`config.mk`:
```
export PLATFORM = sky130hd
export DESIGN_NAME = kmp_stream_matcher
export DESIGN_NICKNAME = d
export VERILOG_FILES = /design/src/sv/kmp_pkg.sv /design/src/sv/kmp_cell.sv /design/src/sv/kmp_stream_matcher.sv
export VERILOG_INCLUDE_DIRS = /design/src /design/src/sv
export SDC_FILE = /design/constraint.sdc
export NUM_CORES = 2
export LEC_CHECK = 0
export ABC_CLOCK_PERIOD_IN_PS = 6360
export BUFFER_PORTS_ARGS = -buffer_cell sky130_fd_sc_hd__clkbuf_2
export CORE_ASPECT_RATIO = 0.5
export CORE_MARGIN = 2
export CORE_UTILIZATION = 57
export CTS_CLUSTER_SIZE = 16
export DETAILED_ROUTE_END_ITERATION = 10
export PLACE_DENSITY = 0.72
export SYNTH_ARGS = -nofsm -noshare
export SYNTH_HDL_FRONTEND = slang
export SYNTH_SLANG_ARGS = --single-unit
```
`constraint.sdc`:
```
create_clock -name i_clk -period 6.36 [get_ports i_clk]
set_input_delay 1.908 -clock i_clk [delete_from_list [all_inputs] [get_ports i_clk]]
set_output_delay 1.908 -clock i_clk [all_outputs]
set_load 0.005 [all_outputs]
```
`src/sv/kmp_stream_matcher_macros.svh`:
```
// assertion macros for the kmp stream matcher
`ifndef KMP_STREAM_MATCHER_MACROS_SVH
`define KMP_STREAM_MATCHER_MACROS_SVH

// implication checked every clock, quiet during reset
`define KMP_ASSERT_IMPL(label, clk, rst_n, ante, cons) \
    label: assert property (@(posedge clk) disable iff (!rst_n) (ante) |-> (cons)) \
        else $error("kmp assertion failed");

// next-cycle implication, quiet during reset
`define KMP_ASSERT_NEXT(label, clk, rst_n, ante, cons) \
    label: assert property (@(posedge clk) disable iff (!rst_n) (ante) |=> (cons)) \
        else $error("kmp assertion failed");

`endif

```
`src/sv/kmp_pkg.sv`:
```
// shared types and constants for the kmp stream matcher
package kmp_pkg;

    typedef enum logic [1:0] {
        OP_CLEAR  = 2'd0,
        OP_APPEND = 2'd1,
        OP_TEXT   = 2'd2,
        OP_NEWTXT = 2'd3
    } t_op;

    localparam int unsigned CountW = 16;

    typedef struct packed {
        logic [1:0] op;
        logic [7:0] ch;
    } t_in;

    typedef struct packed {
        logic              match_here;
        logic [CountW-1:0] match_count;
        logic              found;
        logic              status;
    } t_out;

endpackage

```
`src/sv/kmp_cell.sv`:
```
// one cell of the matcher chain: a pattern char and its prefix-match bit
module kmp_cell (
    input  logic       i_clk,
    input  logic       i_rst_n,
    input  logic       i_clear,
    input  logic       i_newtxt,
    input  logic       i_append,
    input  logic       i_text,
    input  logic [7:0] i_ch,
    input  logic       i_prev_used,
    input  logic       i_prev_m,
    input  logic       i_next_used,
    output logic       o_used,
    output logic       o_m,
    output logic       o_hit
);
    logic [7:0] r_pch;
    logic       r_used, r_m;
    logic       w_ext, w_last, w_take;

    // prefix one char longer than the neighbor's still ends the text
    assign w_ext  = i_prev_m && r_used && (r_pch == i_ch);
    // this cell holds the final pattern char
    assign w_last = r_used && !i_next_used;
    // first free cell takes the appended char
    assign w_take = i_append && i_prev_used && !r_used;

    always_ff @(posedge i_clk) begin
        if (w_take) begin
            r_pch <= i_ch;
        end
    end

    always_ff @(posedge i_clk) begin
        if (!i_rst_n || i_clear) begin
            r_used <= 1'b0;
            r_m    <= 1'b0;
        end else begin
            if (w_take) begin
                r_used <= 1'b1;
            end
            if (i_newtxt) begin
                r_m <= 1'b0;
            end else if (i_text) begin
                // a full match is not kept, like the failure-link fall-back
                r_m <= w_ext && !w_last;
            end
        end
    end

    assign o_used = r_used;
    assign o_m    = r_m;
    assign o_hit  = w_ext && w_last;
endmodule

```
`src/sv/kmp_stream_matcher.sv`:
```
// top level of the kmp stream matcher
// Knuth-Morris-Pratt matcher over 8-bit chars. Issue a transaction with start while busy
// is low; its result appears on o_done for exactly one cycle and cannot be held off.
// For each transaction, the accept edge latches it and raises busy, the
// next edge executes it in the cell chain and registers the result, which is strobed
// on o_done in the following cycle. Busy is low again in that cycle, so the next
// transaction can be accepted at the edge that ends the result cycle. Nothing stalls:
// instead of walking failure links one hop at a time, cell k keeps a bit that says
// whether the pattern prefix of length k+1 ends the text so far, and all cells step
// together from their neighbor's bit. Those bits are exactly the prefixes a failure-link
// walk would visit. A full match is not carried forward, as in the fall-back to the
// failure link of the whole pattern, so an append during text continues from the same
// partial match. An empty pattern matches every text char, appends past MAX_PATTERN
// are dropped and flagged in status, and the occurrence count saturates.
`include "kmp_stream_matcher_macros.svh"
module kmp_stream_matcher #(
    parameter int unsigned MAX_PATTERN = 256
) (
    input  logic          i_clk,
    input  logic          i_rst_n,
    input  logic          start,
    output logic          busy,
    input  kmp_pkg::t_in  i_item,
    output logic          o_done,
    output kmp_pkg::t_out o_result
);
    localparam logic [kmp_pkg::CountW-1:0] CMAX = '1;
    localparam logic [kmp_pkg::CountW-1:0] CNT_ONE = {{(kmp_pkg::CountW-1){1'b0}}, 1'b1};

    typedef enum logic {S_IDLE, S_EXEC} t_state;

    t_state        r_state;
    kmp_pkg::t_op  r_op;
    logic [7:0]    r_ch;
    logic [kmp_pkg::CountW-1:0] r_cnt, n_cnt;
    logic          r_hit, r_status;

    // chain taps, bit k belongs to cell k
    logic [MAX_PATTERN-1:0] w_used, w_m, w_hit;
    logic          w_exec, w_clear, w_append, w_text, w_newtxt;
    logic          w_full, w_hit_any;

    assign w_exec = (r_state == S_EXEC);

    // op decode for the executing transaction and the next occurrence count
    always_comb begin
        w_clear  = 1'b0;
        w_append = 1'b0;
        w_text   = 1'b0;
        w_newtxt = 1'b0;
        n_cnt    = r_cnt;
        unique case (r_op)
            kmp_pkg::OP_CLEAR: begin
                w_clear = w_exec;
                n_cnt   = '0;
            end
            kmp_pkg::OP_APPEND: w_append = w_exec;
            kmp_pkg::OP_TEXT: begin
                w_text = w_exec;
                if (w_hit_any && r_cnt != CMAX) n_cnt = r_cnt + CNT_ONE;
            end
            kmp_pkg::OP_NEWTXT: begin
                w_newtxt = w_exec;
                n_cnt    = '0;
            end
        endcase
    end

    // cell k holds pattern char k; chain links pass used and match bits
    for (genvar k = 0; k < MAX_PATTERN; k++) begin : g_cell
        logic w_pu, w_pm, w_nu;
        if (k == 0) begin : g_head
            // the empty prefix always matches
            assign w_pu = 1'b1;
            assign w_pm = 1'b1;
        end else begin : g_body
            assign w_pu = w_used[k-1];
            assign w_pm = w_m[k-1];
        end
        if (k == MAX_PATTERN - 1) begin : g_tail
            assign w_nu = 1'b0;
        end else begin : g_next
            assign w_nu = w_used[k+1];
        end
        kmp_cell u_cell (
            .i_clk      (i_clk),
            .i_rst_n    (i_rst_n),
            .i_clear    (w_clear),
            .i_newtxt   (w_newtxt),
            .i_append   (w_append),
            .i_text     (w_text),
            .i_ch       (r_ch),
            .i_prev_used(w_pu),
            .i_prev_m   (w_pm),
            .i_next_used(w_nu),
            .o_used     (w_used[k]),
            .o_m        (w_m[k]),
            .o_hit      (w_hit[k])
        );
    end

    // store is full once the last cell holds a char
    assign w_full    = w_used[MAX_PATTERN-1];
    // an empty pattern matches at every char
    assign w_hit_any = !w_used[0] || (|w_hit);

    assign busy = (r_state != S_IDLE);

    always_ff @(posedge i_clk) begin
        if (!i_rst_n) begin
            r_state  <= S_IDLE;
            r_op     <= kmp_pkg::OP_CLEAR;
            r_ch     <= '0;
            r_cnt    <= '0;
            r_hit    <= 1'b0;
            r_status <= 1'b0;
            o_done   <= 1'b0;
        end else begin
            unique case (r_state)
                S_IDLE: begin
                    o_done <= 1'b0;
                    if (start) begin
                        r_op    <= kmp_pkg::t_op'(i_item.op);
                        r_ch    <= i_item.ch;
                        r_state <= S_EXEC;
                    end
                end
                S_EXEC: begin
                    // cells step on this same edge
                    r_hit    <= (r_op == kmp_pkg::OP_TEXT) && w_hit_any;
                    r_status <= (r_op == kmp_pkg::OP_APPEND) && w_full;
                    r_cnt    <= n_cnt;
                    o_done   <= 1'b1;
                    r_state  <= S_IDLE;
                end
            endcase
        end
    end

    always_comb begin
        o_result.match_here  = r_hit;
        o_result.match_count = r_cnt;
        o_result.found       = (r_cnt != '0);
        o_result.status      = r_status;
    end

    `KMP_ASSERT_NEXT(a_busy_after_start, i_clk, i_rst_n, start && !busy, busy)
    `KMP_ASSERT_IMPL(a_done_idle, i_clk, i_rst_n, o_done, !busy)
    `KMP_ASSERT_IMPL(a_used_packed, i_clk, i_rst_n, 1'b1, (w_used & (w_used + MAX_PATTERN'(1))) == '0)
    `KMP_ASSERT_IMPL(a_m_in_pattern, i_clk, i_rst_n, 1'b1, (w_m & ~w_used) == '0)
endmodule

```
==> impl_metrics.toml <==
[outcome]
status = "complete, no violations"

[power_and_ir_drop]
powerDensity_nw_per_um2 = 278
leakagePower_nw = 40.8
irDropWorstVdd_v = 0.000215

[critical_path]
path_common_cell = "nor4_1"
crit_family = "compound AO/OA/AOI/OAI gates"
end_kind = "flip-flop"
critPathSlowestCell = "o22ai_1"
startpoint_type = "flip-flop"
cpPeakStageDelay_ns = 0.83
worst-path-stages = 11
r2r-start = "r_ch[7]"
critical_path_buf_inv_count = 1
arrival_ns = 6.26
cp_max_fo = 47
reg2regPathDepth = 11
critPathKind = "flip-flop to flip-flop"
worstPathCellList = "buf_4, xor2_1, nor4_1, nand4_1, o22ai_1, a221o_1, nor4_1, nand3_1, o31a_1, a21boi_4, a211o_1"
critPathLaunch = "r_ch[7]"
required_ns = 7.10

[placement]
gp_congestion = 0.891
dpl.hpwl_um = 181000
portBuffers = 33

[drt]
wire_per_inst_um = 25.0
dr_wl_met3_um = 32400
ant_nets = 0
met2_length_um = 117000
top_layer_used = "met5"
wl_met1_um = 123000
dr.first_iter.drc_count = 8231
viasPerCell = 5.98
drtPass1Iterations = 6
remaining_drc_errors = 0
postRouteWirelength_um = 278000
via_count = 66500

[floorplan]
io_pins = 34
initial_core_util_pct = 57.6
num_rows = 113
die_h_um = 314
die_w_um = 625
fp.coreArea_sq_um = 191000
design.die.area_sq_um = 196000

[hold_path]
whs_path_depth = 2
hold_path.startpoint = "g_cell[189].u_cell.o_m"
hold_class = "flip-flop to flip-flop"

[final_layout]
area_growth_pct = 9.71
nets = 8413
seq_area_sq_um = 72400
final_layout_size_suffix_gt1_share_pct = 7.86
layout_commonest_cell = "edfxtp_1"
num-fill-cells = 14000
final_cell_mix = "edfxtp_1 (2048), xnor2_1 (1230), xor2_1 (809)"
multi_input_area_sq_um = 34600

[yosys]
yosysTopAreaCellShare_pct = 56.0
synth-seq-cells = 2589
synthArstFlopShare_pct = 0
syn_nets = 8267
avgSynthCellArea_sq_um = 13.3
syn_inst = 8248
synth_top_cell_by_area = "edfxtp_1"
synth.area.top_cells = "edfxtp_1 (56%), dfxtp_1 (9.9%), xnor2_1 (9.8%), xor2_1 (6.5%), nor2_1 (2.6%)"
synth-seq-area-share_pct = 65.9
synth_edf_count = 2048
synthDistinctLibCells = 73
synth_top_flop_cell = "edfxtp_1"
syn_area_sq_um = 110000
yosysWarnings = 0

[sta]
setup_viol_count_final = 0
layout_min_cycle_time_ns = 5.52
max-slew-margin-rel_pct = 5.74
finalSetupTns_ns = 0
clock_skew_ns = 0.0370
rsz0062_at_grt = "no"
slew_viol_final = 0
report.final.hold_viol_count = 0
tightest_slew_ns = 1.41
max_freq_ghz = 0.181
holdWs_ns = 0.450
period_share_pct = 86.8

[clock_network]
clk_latency_ns = 0.87
postCtsResizedCells = 0
post-cts-setup-buffers = 0
cts_hold_buffers = 0
cts_tree = "done"
h-tree-depth = 4
cts_sinks = 2589
path_clk_slew_ns = 0.07
cts_root_buf = "clkbuf_16"
cts_buffers = 225
clockBufferDepth = 4

[global_route]
grt_usage_pct = 28.1
antenna_found_initial = 19
grt_pass1_vias = 62500
grt_pass1_wl_um = 414000
grt_overflow = 0
grt_start_max_net_pins = 85

[run]
max_cap_viol_count = 0
## report_power, final
part           internal [mW]  switching, mW  leakage (nW)
logic                  0.592           1.14          12.7
registers               18.2         0.0520          24.7
clock network           7.37           6.06          3.45
total                   26.2           7.25          40.8
## through the flow
step | utilization (%) | power, mW | cell area [sq um] | std cells | setup slack, ns
floorplan | - | 19.9 | 110000 | 8248 | 1.21
global placement | 59.4 | 20.3 | 113000 | 10700 | 0.345
detailed placement | 59.5 | 20.4 | 113000 | 10700 | 0.732
CTS | 63.2 | 33.5 | 120000 | 11100 | 0.666
global route | 63.2 | 34.3 | 120000 | 11100 | 0.481
finish | 63.2 | 33.5 | 120000 | 11100 | 0.843
## worst reg2reg max path, delay by kind of cell (launching register included)
family	cells	cell delay [ns]
flops	1	0.61
simple gates	4	1.36
xor+xnor	1	0.18
buf+inv	1	0.68
compound gates	5	2.55
## path summary, 6_finish.rpt
path         slack [ns]                      to
min                0.45  g_cell[189].u_cell.o_m
max reg2reg        0.84               r_cnt[15]
max                0.84               r_cnt[15]
min reg2reg        0.45  g_cell[189].u_cell.o_m
## cell type report
cell class,instances,share of cell area [%]
clock buffer,335,5.34
antenna,8,0.0166
timing repair buffer,305,2.54
tap,2530,2.63
multi-input combinational,5210,28.7
sequential,2589,60.1
inverter,63,0.196
clock inverter,78,0.522
## cell usage after synthesis (all sizes together), types with 22 or more instances
cell and n:
edfxtp 2048, xnor2 1230, xor2 809, nor2 774, dfxtp 541, nand3 410, nand2 374, nand4 268
buf 249, nor3 248, nor4 248, a21oi 243, clkbuf 137, nand2b 128, and3 102, inv 63
nor3b 60, or4 32, and2 26, nor2b 25, a2111oi 22
## layer usage
metal  vias up  track usage (%)
met5         -                0
met1     33200             43.6
met3       390             6.85
li1      29700                -
met2      3165             40.0
met4        10             6.39
## flip-flops by register name, summed over array words and instances, names as in the netlist
register / count
r_status: 1
busy: 1
r_op: 2
g_cell.u_cell.o_used: 256
g_cell.u_cell.r_pch: 2048
o_done: 1
r_ch: 8
r_hit: 1
g_cell.u_cell.o_m: 255
r_cnt: 16
## cell families after synthesis
kind of cell	count (synthesis)	share of synthesized area, %
multiplexers	3	0.0285
AO/OA/AOI/OAI	382	2.20
XOR/XNOR	2039	16.3
adder cells (fa/ha/maj)	6	0.0684
flip-flops	2589	65.9
AND/OR/NAND/NOR	2780	12.7
buffers and inverters	449	2.86
No activity file was read; power rests on OpenSTA's default activity.
